File: config.mk
export PLATFORM = sky130hd
export DESIGN_NAME = touch_calibrate_tap_detect_unit_flat
export DESIGN_NICKNAME = d
export VERILOG_FILES = /design/src/rtl/tcd_pkg.sv /design/src/rtl/tcd_if.sv /design/src/rtl/tcd_front.sv /design/src/rtl/tcd_queue.sv /design/src/rtl/tcd_div.sv /design/src/rtl/tcd_back.sv /design/src/rtl/touch_calibrate_tap_detect_unit.sv /design/src/flat_wrapper.sv
export SDC_FILE = /design/constraint.sdc
export NUM_CORES = 1
export LEC_CHECK = 0
export ABC_AREA = 1
export BUFFER_PORTS_ARGS = -buffer_cell sky130_fd_sc_hd__buf_2
export CORE_UTILIZATION = 50
export DETAILED_ROUTE_END_ITERATION = 8
export PLACE_DENSITY = 0.67
export SYNTH_ARGS = -nofsm -noshare
export SYNTH_HDL_FRONTEND = slang
export SYNTH_HIERARCHICAL = 1
export SYNTH_SLANG_ARGS = --single-unit
File: constraint.sdc
create_clock -name clk -period 5.05 [get_ports clk]
set_input_delay 0.505 -clock clk [delete_from_list [all_inputs] [get_ports clk]]
set_output_delay 0.505 -clock clk [all_outputs]
set_load 0.005 [all_outputs]
File: src/rtl/tcd_pkg.sv
// Package for the touch calibration and tap detection block.
// Holds screen constants, configuration indexes, item classes and shared types.
// No dependencies.
`default_nettype none
package tcd_pkg;

	localparam int SCREEN_W    = 320;
	localparam int SCREEN_H    = 240;
	localparam int EDGE_MARGIN = 24;

	localparam int RAW_W   = 12;
	localparam int X_W     = 9;
	localparam int Y_W     = 8;
	localparam int AGE_W   = 32;
	localparam int COORD_W = 10;

	localparam int SPAN_X   = SCREEN_W - 2 * EDGE_MARGIN;
	localparam int SPAN_Y   = SCREEN_H - 2 * EDGE_MARGIN;
	localparam int SPAN_MAX = (SPAN_X > SPAN_Y) ? SPAN_X : SPAN_Y;
	localparam int NUM_W    = RAW_W + $clog2(SPAN_MAX + 1);
	localparam int V_W      = NUM_W + 3;
	localparam int CNT_W    = $clog2(NUM_W);

	localparam int Q_DEPTH = 2;
	localparam int Q_AW    = $clog2(Q_DEPTH);

	localparam int CFG_IDX_W  = 3;
	localparam int CFG_DATA_W = RAW_W;

	localparam logic [RAW_W-1:0] CAL_LOW_RST  = RAW_W'(200);
	localparam logic [RAW_W-1:0] CAL_HIGH_RST = RAW_W'(3900);

	typedef enum logic [CFG_IDX_W-1:0] {
		CFG_X_LOW  = 3'd0,
		CFG_X_HIGH = 3'd1,
		CFG_Y_LOW  = 3'd2,
		CFG_Y_HIGH = 3'd3,
		CFG_FLIP   = 3'd4
	} tcd_cfg_idx_t;

	typedef enum logic [1:0] {
		KIND_TICK,
		KIND_PRESS,
		KIND_RELEASE
	} tcd_kind_t;

	typedef enum logic [1:0] {
		ST_IDLE,
		ST_DIV_X,
		ST_DIV_Y,
		ST_FIN
	} tcd_state_t;

	typedef struct packed {
		logic [RAW_W-1:0] x_low;
		logic [RAW_W-1:0] x_high;
		logic [RAW_W-1:0] y_low;
		logic [RAW_W-1:0] y_high;
		logic             flip;
	} tcd_cfg_t;

	typedef struct packed {
		tcd_kind_t        kind;
		logic [NUM_W-1:0] num_x;
		logic [RAW_W-1:0] den_x;
		logic             neg_x;
		logic             zero_x;
		logic [NUM_W-1:0] num_y;
		logic [RAW_W-1:0] den_y;
		logic             neg_y;
		logic             zero_y;
	} tcd_work_t;

	typedef struct packed {
		logic             tap;
		logic [X_W-1:0]   tap_x;
		logic [Y_W-1:0]   tap_y;
		logic             now_pressed;
		logic [X_W-1:0]   screen_x;
		logic [Y_W-1:0]   screen_y;
		logic [AGE_W-1:0] ms_since_tap;
	} tcd_result_t;

endpackage
`default_nettype wire

File: src/rtl/tcd_if.sv
// Channel interfaces for the touch calibration and tap detection block.
// Depends on tcd_pkg for field widths.
`default_nettype none
interface tcd_req_if;
	import tcd_pkg::*;
	logic             valid;
	logic             ready;
	logic             mode;
	logic             pressed;
	logic [RAW_W-1:0] raw_x;
	logic [RAW_W-1:0] raw_y;

	modport source (output valid, mode, pressed, raw_x, raw_y, input ready);
	modport sink (input valid, mode, pressed, raw_x, raw_y, output ready);
endinterface

interface tcd_rsp_if;
	import tcd_pkg::*;
	logic             valid;
	logic             ready;
	logic             tap;
	logic [X_W-1:0]   tap_x;
	logic [Y_W-1:0]   tap_y;
	logic             now_pressed;
	logic [X_W-1:0]   screen_x;
	logic [Y_W-1:0]   screen_y;
	logic [AGE_W-1:0] ms_since_tap;

	modport source (output valid, tap, tap_x, tap_y, now_pressed, screen_x, screen_y,
		ms_since_tap, input ready);
	modport sink (input valid, tap, tap_x, tap_y, now_pressed, screen_x, screen_y,
		ms_since_tap, output ready);
endinterface
`default_nettype wire

File: src/rtl/tcd_front.sv
// Front end: accepts items, classifies them and forms the scaled numerators and spans.
// Depends on tcd_pkg and tcd_req_if.
`default_nettype none
module tcd_front (
	tcd_req_if.sink          req,
	input  tcd_pkg::tcd_cfg_t  cfg,
	input  logic             q_full,
	output logic             q_push,
	output tcd_pkg::tcd_work_t q_entry
);
	import tcd_pkg::*;

	logic [RAW_W:0]   diff_x, diff_y;
	logic [RAW_W-1:0] mag_x, mag_y;
	logic             below_x, below_y;
	logic             span_neg_x, span_neg_y;

	assign req.ready = !q_full;
	assign q_push    = req.valid && !q_full;

	always_comb begin
		diff_x  = {1'b0, req.raw_x} - {1'b0, cfg.x_low};
		diff_y  = {1'b0, req.raw_y} - {1'b0, cfg.y_low};
		below_x = diff_x[RAW_W];
		below_y = diff_y[RAW_W];
		mag_x   = below_x ? (cfg.x_low - req.raw_x) : diff_x[RAW_W-1:0];
		mag_y   = below_y ? (cfg.y_low - req.raw_y) : diff_y[RAW_W-1:0];
		span_neg_x = cfg.x_high < cfg.x_low;
		span_neg_y = cfg.y_high < cfg.y_low;

		if (req.mode) begin
			q_entry.kind = KIND_TICK;
		end else if (req.pressed) begin
			q_entry.kind = KIND_PRESS;
		end else begin
			q_entry.kind = KIND_RELEASE;
		end
		q_entry.num_x  = NUM_W'(mag_x * SPAN_X);
		q_entry.num_y  = NUM_W'(mag_y * SPAN_Y);
		q_entry.den_x  = span_neg_x ? (cfg.x_low - cfg.x_high) : (cfg.x_high - cfg.x_low);
		q_entry.den_y  = span_neg_y ? (cfg.y_low - cfg.y_high) : (cfg.y_high - cfg.y_low);
		q_entry.neg_x  = below_x ^ span_neg_x;
		q_entry.neg_y  = below_y ^ span_neg_y;
		q_entry.zero_x = cfg.x_high == cfg.x_low;
		q_entry.zero_y = cfg.y_high == cfg.y_low;
	end
endmodule
`default_nettype wire

File: src/rtl/tcd_queue.sv
// Short queue between the front end and the back end.
// Depends on tcd_pkg for the entry type and depth.
`default_nettype none
module tcd_queue (
	input  logic               clk,
	input  logic               arst_n,
	input  logic               push,
	input  tcd_pkg::tcd_work_t push_entry,
	output logic               full,
	input  logic               pop,
	output tcd_pkg::tcd_work_t head,
	output logic               empty
);
	import tcd_pkg::*;

	tcd_work_t       mem_q [Q_DEPTH];
	logic [Q_AW-1:0] wr_ptr_q, rd_ptr_q;
	logic [Q_AW:0]   count_q;

	assign full  = count_q == (Q_AW+1)'(Q_DEPTH);
	assign empty = count_q == '0;
	assign head  = mem_q[rd_ptr_q];

	always_ff @(posedge clk or negedge arst_n) begin
		if (!arst_n) begin
			wr_ptr_q <= '0;
			rd_ptr_q <= '0;
			count_q  <= '0;
		end else begin
			if (push) begin
				wr_ptr_q <= wr_ptr_q + 1'b1;
			end
			if (pop) begin
				rd_ptr_q <= rd_ptr_q + 1'b1;
			end
			if (push && !pop) begin
				count_q <= count_q + 1'b1;
			end else if (pop && !push) begin
				count_q <= count_q - 1'b1;
			end
		end
	end

	always_ff @(posedge clk) begin
		if (push) begin
			mem_q[wr_ptr_q] <= push_entry;
		end
	end
endmodule
`default_nettype wire

File: src/rtl/tcd_div.sv
// Restoring unsigned divider, one quotient bit per cycle.
// Depends on tcd_pkg for operand widths.
`default_nettype none
module tcd_div (
	input  logic                      clk,
	input  logic                      arst_n,
	input  logic                      start,
	input  logic [tcd_pkg::NUM_W-1:0] num,
	input  logic [tcd_pkg::RAW_W-1:0] den,
	output logic                      done,
	output logic [tcd_pkg::NUM_W-1:0] quo
);
	import tcd_pkg::*;

	logic [RAW_W-1:0] rem_q, den_q;
	logic [NUM_W-1:0] quo_q;
	logic [CNT_W-1:0] cnt_q;
	logic             busy_q, done_q;
	logic [RAW_W:0]   trial;
	logic             fits;

	assign trial = {rem_q, quo_q[NUM_W-1]};
	assign fits  = trial >= {1'b0, den_q};
	assign done  = done_q;
	assign quo   = quo_q;

	always_ff @(posedge clk or negedge arst_n) begin
		if (!arst_n) begin
			busy_q <= 1'b0;
			done_q <= 1'b0;
			cnt_q  <= '0;
		end else begin
			done_q <= 1'b0;
			if (start) begin
				busy_q <= 1'b1;
				cnt_q  <= CNT_W'(NUM_W - 1);
			end else if (busy_q) begin
				if (cnt_q == '0) begin
					busy_q <= 1'b0;
					done_q <= 1'b1;
				end else begin
					cnt_q <= cnt_q - 1'b1;
				end
			end
		end
	end

	always_ff @(posedge clk) begin
		if (start) begin
			rem_q <= '0;
			quo_q <= num;
			den_q <= den;
		end else if (busy_q) begin
			rem_q <= fits ? RAW_W'(trial - {1'b0, den_q}) : trial[RAW_W-1:0];
			quo_q <= {quo_q[NUM_W-2:0], fits};
		end
	end
endmodule
`default_nettype wire

File: src/rtl/tcd_back.sv
// Back end: runs the divisions, finishes the mapping and keeps tap state and age.
// Depends on tcd_pkg and tcd_div.
`default_nettype none
module tcd_back (
	input  logic                clk,
	input  logic                arst_n,
	input  tcd_pkg::tcd_cfg_t    cfg,
	input  logic                q_empty,
	input  tcd_pkg::tcd_work_t   q_head,
	output logic                q_pop,
	output logic                res_valid,
	output tcd_pkg::tcd_result_t res,
	input  logic                res_ready
);
	import tcd_pkg::*;

	tcd_state_t       state_q, state_d;
	tcd_work_t        work_q;
	logic [COORD_W-1:0] sx_q, sy_q;
	logic             was_pressed_q;
	logic [X_W-1:0]   held_x_q;
	logic [Y_W-1:0]   held_y_q;
	logic [AGE_W-1:0] tap_age_q;
	logic             res_valid_q;
	tcd_result_t      res_q, res_d;
	logic             slot_free;
	logic             div_start, div_done;
	logic [NUM_W-1:0] div_num, div_quo;
	logic [RAW_W-1:0] div_den;
	logic             is_tap;

	function automatic logic [COORD_W-1:0] map_finish(input logic [NUM_W-1:0] q,
		input logic neg, input logic zero, input logic flip, input int size);
		logic signed [V_W-1:0] v;
		logic signed [V_W-1:0] top_v;
		top_v = V_W'(size - 1);
		if (zero) begin
			v = V_W'(EDGE_MARGIN);
		end else begin
			v = $signed({3'b000, q});
			if (neg) begin
				v = -v;
			end
			v = v + V_W'(EDGE_MARGIN);
		end
		if (flip) begin
			v = top_v - v;
		end
		if (v < 0) begin
			v = '0;
		end else if (v > top_v) begin
			v = top_v;
		end
		return COORD_W'(v);
	endfunction

	tcd_div u_div (
		.clk    (clk),
		.arst_n (arst_n),
		.start  (div_start),
		.num    (div_num),
		.den    (div_den),
		.done   (div_done),
		.quo    (div_quo)
	);

	assign slot_free = !res_valid_q || res_ready;
	assign res_valid = res_valid_q;
	assign res       = res_q;
	assign is_tap    = (work_q.kind == KIND_RELEASE) && was_pressed_q;

	always_comb begin
		state_d   = state_q;
		q_pop     = 1'b0;
		div_start = 1'b0;
		div_num   = q_head.num_x;
		div_den   = q_head.den_x;
		case (state_q)
			ST_IDLE: begin
				if (!q_empty) begin
					q_pop = 1'b1;
					if (q_head.kind == KIND_PRESS) begin
						div_start = 1'b1;
						state_d   = ST_DIV_X;
					end else begin
						state_d = ST_FIN;
					end
				end
			end
			ST_DIV_X: begin
				div_num = work_q.num_y;
				div_den = work_q.den_y;
				if (div_done) begin
					div_start = 1'b1;
					state_d   = ST_DIV_Y;
				end
			end
			ST_DIV_Y: begin
				if (div_done) begin
					state_d = ST_FIN;
				end
			end
			ST_FIN: begin
				if (slot_free) begin
					state_d = ST_IDLE;
				end
			end
			default: begin
				state_d = ST_IDLE;
			end
		endcase
	end

	always_comb begin
		res_d = '0;
		case (work_q.kind)
			KIND_TICK: begin
				res_d.ms_since_tap = tap_age_q + 1'b1;
			end
			KIND_PRESS: begin
				res_d.now_pressed  = 1'b1;
				res_d.screen_x     = sx_q[X_W-1:0];
				res_d.screen_y     = sy_q[Y_W-1:0];
				res_d.ms_since_tap = tap_age_q;
			end
			default: begin
				res_d.tap          = is_tap;
				res_d.tap_x        = is_tap ? held_x_q : '0;
				res_d.tap_y        = is_tap ? held_y_q : '0;
				res_d.ms_since_tap = is_tap ? '0 : tap_age_q;
			end
		endcase
	end

	always_ff @(posedge clk or negedge arst_n) begin
		if (!arst_n) begin
			state_q       <= ST_IDLE;
			res_valid_q   <= 1'b0;
			was_pressed_q <= 1'b0;
			held_x_q      <= '0;
			held_y_q      <= '0;
			tap_age_q     <= '0;
		end else begin
			state_q <= state_d;
			if (state_q == ST_FIN && slot_free) begin
				res_valid_q <= 1'b1;
				tap_age_q   <= res_d.ms_since_tap;
				if (work_q.kind == KIND_PRESS) begin
					was_pressed_q <= 1'b1;
					held_x_q      <= sx_q[X_W-1:0];
					held_y_q      <= sy_q[Y_W-1:0];
				end else if (work_q.kind == KIND_RELEASE) begin
					was_pressed_q <= 1'b0;
				end
			end else if (res_valid_q && res_ready) begin
				res_valid_q <= 1'b0;
			end
		end
	end

	always_ff @(posedge clk) begin
		if (q_pop) begin
			work_q <= q_head;
		end
		if (state_q == ST_DIV_X && div_done) begin
			sx_q <= map_finish(div_quo, work_q.neg_x, work_q.zero_x, cfg.flip, SCREEN_W);
		end
		if (state_q == ST_DIV_Y && div_done) begin
			sy_q <= map_finish(div_quo, work_q.neg_y, work_q.zero_y, cfg.flip, SCREEN_H);
		end
		if (state_q == ST_FIN && slot_free) begin
			res_q <= res_d;
		end
	end

	a_tap_clears_age: assert property (@(posedge clk) disable iff (!arst_n)
		(res_valid_q && res_q.tap) |-> (res_q.ms_since_tap == '0))
		else $error("tap result with nonzero age");

	a_fin_waits: assert property (@(posedge clk) disable iff (!arst_n)
		(state_q == ST_FIN && !slot_free) |=> (state_q == ST_FIN))
		else $error("result slot overwritten");

	a_x_then_y: assert property (@(posedge clk) disable iff (!arst_n)
		(state_q == ST_DIV_X && div_done) |=> (state_q == ST_DIV_Y))
		else $error("y division did not follow x");

	a_pop_idle: assert property (@(posedge clk) disable iff (!arst_n)
		q_pop |=> (state_q != ST_IDLE))
		else $error("popped item was not taken up");
endmodule
`default_nettype wire

File: src/rtl/touch_calibrate_tap_detect_unit.sv
// Top level of the touch calibration and tap detection block.
// Depends on tcd_pkg, tcd_if, tcd_front, tcd_queue and tcd_back.
//
// Items arrive on req: a tick (mode 1) or a touch sample with pressed, raw_x and raw_y.
// Each item gives exactly one result on rsp, in order, with valid/ready handshakes.
// Calibration registers are written through cfg_we, cfg_index and cfg_data. The user
// must write them only while idle; the block itself does not enforce it. The front end
// classifies an item and forms its scaled numerators in the cycle it is accepted, then
// stores it in a two-entry queue. The back end takes one item at a time. A tick or
// release result needs no division. A pressed sample runs two 21-step divisions, x then
// y, on one shared restoring divider before its result is valid.
// The result register frees the back end as soon as rsp takes it.
// When rsp stalls, the result holds and the back end waits; the queue still takes up to
// two more items before req.ready drops. Reset empties the queue, clears the pressed
// state, held position and age, and loads the default calibration.
`default_nettype none
module touch_calibrate_tap_detect_unit (
	input  logic                           clk,
	input  logic                           arst_n,
	tcd_req_if.sink                        req,
	tcd_rsp_if.source                      rsp,
	input  logic                           cfg_we,
	input  logic [tcd_pkg::CFG_IDX_W-1:0]  cfg_index,
	input  logic [tcd_pkg::CFG_DATA_W-1:0] cfg_data
);
	import tcd_pkg::*;

	tcd_cfg_t    cfg_q;
	tcd_work_t   push_entry, head;
	tcd_result_t res;
	logic        q_full, q_empty, q_push, q_pop;

	always_ff @(posedge clk or negedge arst_n) begin
		if (!arst_n) begin
			cfg_q.x_low  <= CAL_LOW_RST;
			cfg_q.x_high <= CAL_HIGH_RST;
			cfg_q.y_low  <= CAL_LOW_RST;
			cfg_q.y_high <= CAL_HIGH_RST;
			cfg_q.flip   <= 1'b0;
		end else if (cfg_we) begin
			case (cfg_index)
				CFG_X_LOW:  cfg_q.x_low  <= cfg_data;
				CFG_X_HIGH: cfg_q.x_high <= cfg_data;
				CFG_Y_LOW:  cfg_q.y_low  <= cfg_data;
				CFG_Y_HIGH: cfg_q.y_high <= cfg_data;
				CFG_FLIP:   cfg_q.flip   <= cfg_data[0];
				default: begin
				end
			endcase
		end
	end

	tcd_front u_front (
		.req     (req),
		.cfg     (cfg_q),
		.q_full  (q_full),
		.q_push  (q_push),
		.q_entry (push_entry)
	);

	tcd_queue u_queue (
		.clk        (clk),
		.arst_n     (arst_n),
		.push       (q_push),
		.push_entry (push_entry),
		.full       (q_full),
		.pop        (q_pop),
		.head       (head),
		.empty      (q_empty)
	);

	tcd_back u_back (
		.clk       (clk),
		.arst_n    (arst_n),
		.cfg       (cfg_q),
		.q_empty   (q_empty),
		.q_head    (head),
		.q_pop     (q_pop),
		.res_valid (rsp.valid),
		.res       (res),
		.res_ready (rsp.ready)
	);

	assign rsp.tap          = res.tap;
	assign rsp.tap_x        = res.tap_x;
	assign rsp.tap_y        = res.tap_y;
	assign rsp.now_pressed  = res.now_pressed;
	assign rsp.screen_x     = res.screen_x;
	assign rsp.screen_y     = res.screen_y;
	assign rsp.ms_since_tap = res.ms_since_tap;
endmodule
`default_nettype wire

File: src/flat_wrapper.sv
// flat-port wrapper written by rule: the top's interface ports become plain ports
module touch_calibrate_tap_detect_unit_flat import tcd_pkg::*;
  (clk, arst_n, cfg_we, cfg_index, cfg_data, req_valid, req_mode, req_pressed, req_raw_x, req_raw_y, req_ready, rsp_valid, rsp_tap, rsp_tap_x, rsp_tap_y, rsp_now_pressed, rsp_screen_x, rsp_screen_y, rsp_ms_since_tap, rsp_ready);
  tcd_req_if req_i ();
  tcd_rsp_if rsp_i ();
  input  logic clk;
  input  logic arst_n;
  input  logic cfg_we;
  input  logic [tcd_pkg::CFG_IDX_W-1:0] cfg_index;
  input  logic [tcd_pkg::CFG_DATA_W-1:0] cfg_data;
  input wire logic [$bits(req_i.valid)-1:0] req_valid;
  input wire logic [$bits(req_i.mode)-1:0] req_mode;
  input wire logic [$bits(req_i.pressed)-1:0] req_pressed;
  input wire logic [$bits(req_i.raw_x)-1:0] req_raw_x;
  input wire logic [$bits(req_i.raw_y)-1:0] req_raw_y;
  output wire logic [$bits(req_i.ready)-1:0] req_ready;
  output wire logic [$bits(rsp_i.valid)-1:0] rsp_valid;
  output wire logic [$bits(rsp_i.tap)-1:0] rsp_tap;
  output wire logic [$bits(rsp_i.tap_x)-1:0] rsp_tap_x;
  output wire logic [$bits(rsp_i.tap_y)-1:0] rsp_tap_y;
  output wire logic [$bits(rsp_i.now_pressed)-1:0] rsp_now_pressed;
  output wire logic [$bits(rsp_i.screen_x)-1:0] rsp_screen_x;
  output wire logic [$bits(rsp_i.screen_y)-1:0] rsp_screen_y;
  output wire logic [$bits(rsp_i.ms_since_tap)-1:0] rsp_ms_since_tap;
  input wire logic [$bits(rsp_i.ready)-1:0] rsp_ready;
  assign req_i.valid = req_valid;
  assign req_i.mode = req_mode;
  assign req_i.pressed = req_pressed;
  assign req_i.raw_x = req_raw_x;
  assign req_i.raw_y = req_raw_y;
  assign req_ready = req_i.ready;
  assign rsp_valid = rsp_i.valid;
  assign rsp_tap = rsp_i.tap;
  assign rsp_tap_x = rsp_i.tap_x;
  assign rsp_tap_y = rsp_i.tap_y;
  assign rsp_now_pressed = rsp_i.now_pressed;
  assign rsp_screen_x = rsp_i.screen_x;
  assign rsp_screen_y = rsp_i.screen_y;
  assign rsp_ms_since_tap = rsp_i.ms_since_tap;
  assign rsp_i.ready = rsp_ready;
  touch_calibrate_tap_detect_unit u_core (.clk(clk), .arst_n(arst_n), .req(req_i), .rsp(rsp_i), .cfg_we(cfg_we), .cfg_index(cfg_index), .cfg_data(cfg_data));
endmodule
==> results of run 1 <==
## worst min path at each step
stage	start	to	slack, ps	depth (start not counted)
final	cfg_data[9]	u_core/cfg_q[10]	170	3
after global routing	cfg_data[11]	u_core/cfg_q[12]	150	3
after CTS	cfg_data[9]	u_core/cfg_q[10]	140	3
after detailed placement	arst_n	u_core/u_back/tap_age_q[26]	410	1
after global placement	arst_n	u_core/u_back/tap_age_q[26]	410	1
after floorplan	arst_n	u_core/cfg_q[0]	210	0
## flip-flops by register name (all words and copies together) (netlist names), 12 cells and up
name,flops
u_core/u_queue/mem_q,144
u_core/cfg_q,49
u_core/u_back/u_div/quo,21
u_core/u_back/u_div/rem_q,12
u_core/u_back/tap_age_q,32
u_core/u_back/work_q,39
u_core/u_back/res,68
u_core/u_back/u_div/den_q,12
## kinds of logic (layout without fill, tap and decap cells)
kind of cell | Yosys count | count (layout) | synth area share (%)
simple gates | 1622 | 1622 | 25.3
other cells | 1 | 11 | 0.0132
xor+xnor | 99 | 99 | 3.09
buf+inv | 561 | 671 | 8.51
compound gates | 337 | 337 | 7.05
mux | 125 | 125 | 5.87
flops | 426 | 426 | 42.8
fa+ha+maj | 160 | 160 | 7.36
## routing by layer
layer | share of wire [%] | global-route usage [%] | vias to the layer above
met1 | 46 | 30.1 | 9779
li1 | - | - | 11100
met3 | 3.7 | 2.49 | 93
met4 | 3.0 | 7.78 | 0
met2 | 47 | 38.9 | 447
met5 | 0 | 0 | -
## Yosys cell counts (all sizes together) (22+ instances only)
cell type  count
a21oi        102
buf           71
clkbuf        36
dfrtp         91
dfstp         22
edfxtp       301
ha           149
inv          450
mux2         122
nand2        998
nand3        280
nand4         54
nor2         238
nor3          32
o21ai        155
xnor2         25
xor2          74
## placed cells by master, fill, tap and decap left out, types with 9 or more instances in the layout
cell type and n:
nand2_1 960, inv_1 438, edfxtp_1 301, nand3_1 254
nor2_1 189, ha_1 149, o21ai_0 116, buf_2 114
a21oi_1 96, dfrtp_1 89, xor2_1 74, mux2_4 69
nand4_1 54, mux2_2 53, clkbuf_16 47, nand2_2 34
nor2_2 32, nor3_1 28, nand3_2 25, xnor2_1 24
dfstp_2 22, o21ai_1 22, buf_4 16, nor2_4 16
o21ai_2 16, dfxtp_1 12, clkinv_1 11, inv_2 11
o211ai_1 11, o22ai_1 11, o21bai_1 11, fa_1 11
a21o_1 11, conb_1 11, clkbuf_1 9
## power breakdown
part	switching (mW)	internal (mW)
clock	1.39	1.97
sequential	0.696	5.69
combinational	6.43	3.67
total	8.51	11.3
## critical path: stages (launching register included)
cell and delay (ps):
dfstp_2 560, ha_1 350, nand2_4 150, inv_2 50, nand2_2 60, nand2_2 50
nand2_1 90, nand2_1 70, nor2_2 410, nand3_2 100, o31ai_1 100, xor2_1 200
inv_1 110, ha_1 300, ha_1 380, nand2_1 70, o21ai_0 300, nand4_1 130
o211ai_1 180, nand3_1 120, nand2_1 60, nand2_1 60
## cell type report
cell class              instances  share of cell area, %
clock buffers                  59                   4.06
clock inverters                27                  0.884
inverters                     454                   5.53
multi-input cells            2354                   44.9
flip-flops and latches        426                   39.4
well taps                     748                   3.03
repair buffers                131                   2.27
## repair_timing
| action | 4_1_cts | 5_1_grt |
|---|---|---|
| endpoints found under the hold margin | 18 | 0 |
| setup endpoints to repair | 0 | 0 |
| hold buffers | 1 | 0 |
==> summary.md, run 1 <==
| Metric | Value |
|---|---|
| Dpl ws | 760 ps |
| Clock sinks | ~430 |
| Starting density of the core | just over 50% |
| Antenna cell count | 0 |
| DR pass1 iterations | 5 |
| Worst-path clk slew | around 60 ps |
| Residual DRC | 0 |
| Die width | between 200 and 250 µm |
| Final nets | 3619 |
| VDD IR max | around 0.00037 V |
| Worst Path Max Fanout | 12 |
| Final Setup Violations | 0 |
| Post-synth EDFFs | 301 |
| WS Path Type | reg -> reg |
| Routed Antenna Nets | 0 |
| RR Endpoint | u_core/u_queue/mem_q[0][68] |
| Setup crit start kind | flop |
| Static Leakage | ~14 nW |
| Core area | between 0.05 and 0.06 mm² |
| Power Dens Cells | between 600 and 700 mW/mm² |
| Design area | 0.0308 mm² |
| Post-Synthesis Cells | roughly 3.3k |
| Post-synthesis sequential area ratio | approximately 43% |
| Worst Setup EP | u_core/u_queue/mem_q[0][68] |
| Worst-Skew Late Latency | 580 ps |
| Placed cells | roughly 4k |
| Largest net degree at the start of global routing | 73 |
| I/O Buffers | around 120 |
| Post-synth ARST share | between 20% and 30% |
| Fraction of layout cells with a size suffix above 1 | 14.7% |
| Setup tns final | 0 ps |
| Post-layout util | 55.6% |
| Die area | between 0.05 and 0.06 mm² |
| Final min period | between 4000 and 5000 ps |
| First-pass GRT wire length | 105000 µm |
| Placed inst area | ~0.029 mm² |
| Arr. time, crit path | 4480 ps |
| Yosys top cell by area | edfxtp_1 |
| Area Overhead vs Synth | 8.89% |
| CP Launch Point | u_core/cfg_q[43] |
| Clock root buffer | clkbuf_16 |
| Register area | ~0.012 mm² |
| Syn. warnings | 6 |
| TritonCTS clock tree | yes |
| Slew of the pin with the lowest slew margin | ~1000 ps |
| Clock buffer depth | 3 |
| Num CTS Buffers | between 40 and 50 |
| Number of global-route vias before repair | a little over 20k |
| Achievable clock frequency | roughly 240 MHz |
| Mapped Area | between 0.02 and 0.03 mm² |
| H-tree depth | 2 |
| Headroom to the max-slew limit | approximately 33% |
| Crit path capture type | flop |
| Top area cells in the synthesized netlist | edfxtp_1 32%, nand2_1 13%, dfrtp_1 8.0% |
| CP required | 5370 ps |
| Fin. Hold Viols | 0 |
| I/O pins | between 100 and 150 |
| Fin crit share | between 80% and 90% |
| Total track usage | between 20% and 30% |
| Vias | 21.4k |
| Post-cts sizing count | 0 |
| Row count | 86 |
| Worst reg2reg setup slack | approximately 900 ps |
| Initial antenna violation count | 0 |
| Hold Crit Class | in -> reg |
| WHS | around 170 ps |
| R2r startpoint | u_core/cfg_q[43] |
| Drt first-iter violations | 1460 |
| Die Y | roughly 240 µm |
| Max_cap viols | 0 |
| Finished Layout Cells | between 4k and 5k |
| HPWL Detailed | between 40000 and 50000 µm |
| R2R depth | 21 |
| Unrepaired setup endpoints after global routing | false |
| Placer Congestion | roughly 0.94 |
| Total Power | about 20 mW |
| Status | complete, no violations |
| # fillers | just over 5k |
| Vias per inst | 5.09 |
| Most used flip-flop cell after synthesis | edfxtp_1 |
| Final WL | 64800 µm |
| Final Skew | between 20 and 25 ps |
| Distinct cell type count after synthesis | between 60 and 70 |
| Multi-input logic area | 0.0138 mm² |
| Grt ovf | 0 |
| Pins Over Slew Limit | 0 |
| WL/cell | 15.4 µm |
| Post-CTS Setup Inserts | 0 |
| Share of the synthesized area in the top cell type | 31.9% |
| Worst setup margin | slightly below 900 ps |
| Mean Syn Cell Area | 8.50 µm² |
| Seq cells post-synth | 426 |
Power figures use the tool's default switching activity.
==> run 2, diff against run 1 <==
==> constraint.sdc (replaced) <==
create_clock -name clk -period 3.9 [get_ports clk]
set_input_delay 0.39 -clock clk [delete_from_list [all_inputs] [get_ports clk]]
set_output_delay 0.39 -clock clk [all_outputs]
set_load 0.005 [all_outputs]
==> summary.md, run 2 (synthesis results as in run 1) <==
| Metric | Value |
|---|---|
| Fraction of layout cells with a size suffix above 1 | roughly 17% |
| Die width | roughly 240 µm |
| HPWL Detailed | just under 50000 µm |
| Clock root buffer | clkbuf_16 |
| Clock sinks | roughly 430 |
| Arr. time, crit path | 4070 ps |
| Commonest cells after routing, fill and taps aside | 959 x nand2_1, 434 x inv_1, 301 x edfxtp_1 |
| Area Overhead vs Synth | 11.3% |
| Slew of the pin with the lowest slew margin | around 1200 ps |
| Final Setup Violations | 0 |
| Die Y | between 200 and 250 µm |
| Achievable clock frequency | between 200 and 300 MHz |
| Largest net degree at the start of global routing | 99 |
| Starting density of the core | between 50% and 60% |
| Placed inst area | approximately 0.030 mm² |
| CP max stage cell | fa_1 |
| Fin crit share | 95.6% |
| Pins Over Slew Limit | 0 |
| Grt ovf | 0 |
| CP required | roughly 4300 ps |
| Final WL | between 60000 and 70000 µm |
| Core area | around 0.056 mm² |
| Number of global-route vias before repair | ~20k |
| M1 GR Usage | 30.6% |
| Max reg flops | between 100 and 150 |
| TritonCTS clock tree | yes |
| Setup tns final | 0 ps |
| Register area | roughly 0.012 mm² |
| Busiest grt layer | met2 |
| Vias | around 22k |
| Buf+Inv Stages, Crit Path | 5 |
| Worst-path clk slew | approximately 60 ps |
| Residual DRC | 0 |
| Hold Crit Class | in -> reg |
| Unrepaired setup endpoints after global routing | true |
| Initial antenna violation count | 0 |
| WS Path Type | reg -> reg |
| Placer Congestion | around 0.9 |
| Static Leakage | about 15 nW |
| Num CTS Buffers | 46 |
| Clock buffer depth | 3 |
| # fillers | 5089 |
| Row count | between 80 and 90 |
| Setup crit start kind | flop |
| Worst path cell trace | inv_1 -> ha_1 -> nand2_1 -> inv_1 -> a21oi_4 -> nand2_1 -> nor2_4 -> buf_4 -> nand2_1 -> nand2_1 -> inv_1 -> ha_1 -> ha_1 -> inv_1 -> fa_1 -> o21ai_2 -> nand4_1 -> o211ai_1 -> nand3_1 -> nand2_1 -> nand2_1 |
| WL/cell | 15.4 µm |
| Largest Register | u_core/u_queue/mem_q |
| Total track usage | ~23% |
| Worst Path Max Fanout | 8 |
| Power Dens Cells | 840 mW/mm² |
| Crit path capture type | flop |
| Final min period | around 3700 ps |
| Die area | 0.0576 mm² |
| Routed Antenna Nets | 0 |
| First-pass GRT wire length | 106000 µm |
| Family with the most delay on the worst path | adder cells |
| I/O pins | 116 |
| Most used cell, CP | nand2_1 |
| Headroom to the max-slew limit | roughly a fifth |
| GR Util met3 | under 10% |
| Design area | approximately 0.032 mm² |
| Final Skew | approximately 38 ps |
| Multi-input logic area | approximately 0.014 mm² |
| I/O Buffers | between 100 and 150 |
| Met2 Usage GRT | between 30 and 40% |
| DR pass1 iterations | 6 |
| Max_cap viols | 0 |
| VDD IR max | approximately 0.00042 V |
| H-tree depth | 2 |
| Status | complete, no violations |
| Drt first-iter violations | around 1.9k |
| Most common cell after layout, fill and taps aside | nand2_1 |
| Final nets | between 3k and 4k |
| Fin. Hold Viols | 0 |
| Slowest stage delay, CP | about 410 ps |
| Vias per inst | approximately 5.1 |
| Worst-Skew Late Latency | about 600 ps |
run 2: cell count changes in the layout (fill, tap and decap cells not counted), moves of 5 or more:
cell / change
buf_4: +55
ha_1: -7
ha_4: +6
nand3_1: -5
run 2: cell type report:
cell class / count / share of cell area [%]
diodes: 2 / 0.0159
inverters: 454 / 5.43
clock inverters: 29 / 1.17
multi-input cells: 2354 / 44.3
clock buffers: 57 / 3.88
repair buffers: 189 / 3.72
flip-flops and latches: 426 / 38.5
well taps: 748 / 2.97
run 2: path summary, 6_finish.rpt:
check,depth (start not counted),start,slack [ps],to
worst max-delay path,21,u_core/cfg_q[48],170,u_core/u_queue/mem_q[0][68]
worst min-delay path,3,cfg_data[11],60,u_core/cfg_q[12]
worst max register to register,21,u_core/cfg_q[48],170,u_core/u_queue/mem_q[0][68]
worst min register to register,2,u_core/cfg_q[24],480,u_core/cfg_q[24]
max in group asynchronous,3,arst_n,2740,u_core/cfg_q[6]
min in group asynchronous,2,arst_n,310,u_core/u_back/tap_age_q[25]
run 2: timing repair:
item / 4_1_cts / 5_1_grt
buffers inserted: 0 / 14
setup endpoints to repair: 0 / 41
endpoints found under the hold margin: 36 / 0
gates resized for setup: 0 / 33
hold buffers: 1 / 0
run 2: tightest hold or removal path: stages:
cell     delay (ps)
buf_2           130
nand2_1          70
nand2_1          40
run 2: per-stage QoR:
stage	hold slack [ps]	utilization (%)	power [mW]	setup slack [ps]	instances
detailed placement	411	53.5	21.7	66.6	4156
global placement	412	53.5	21.5	104	4156
floorplan	94.4	-	18.3	217	3341
global route	59.8	56.8	28.6	-47.8	4257
finish	61.5	56.8	26.5	172	4259
CTS	25.8	56.3	26.3	130	4243
run 2: where the power goes:
group	internal, mW	total (mW)	leakage (nW)	switching, mW
Clock	2.61	4.47	0.763	1.86
Sequential	7.36	8.24	4.29	0.879
Combinational	5.27	13.8	9.65	8.52
run 2: metal layers:
layer | vias up | wire, µm
met4 | 0 | 1500
met2 | 526 | 31600
met1 | 10100 | 29800
met5 | - | 0
li1 | 11200 | -
met3 | 85 | 2880
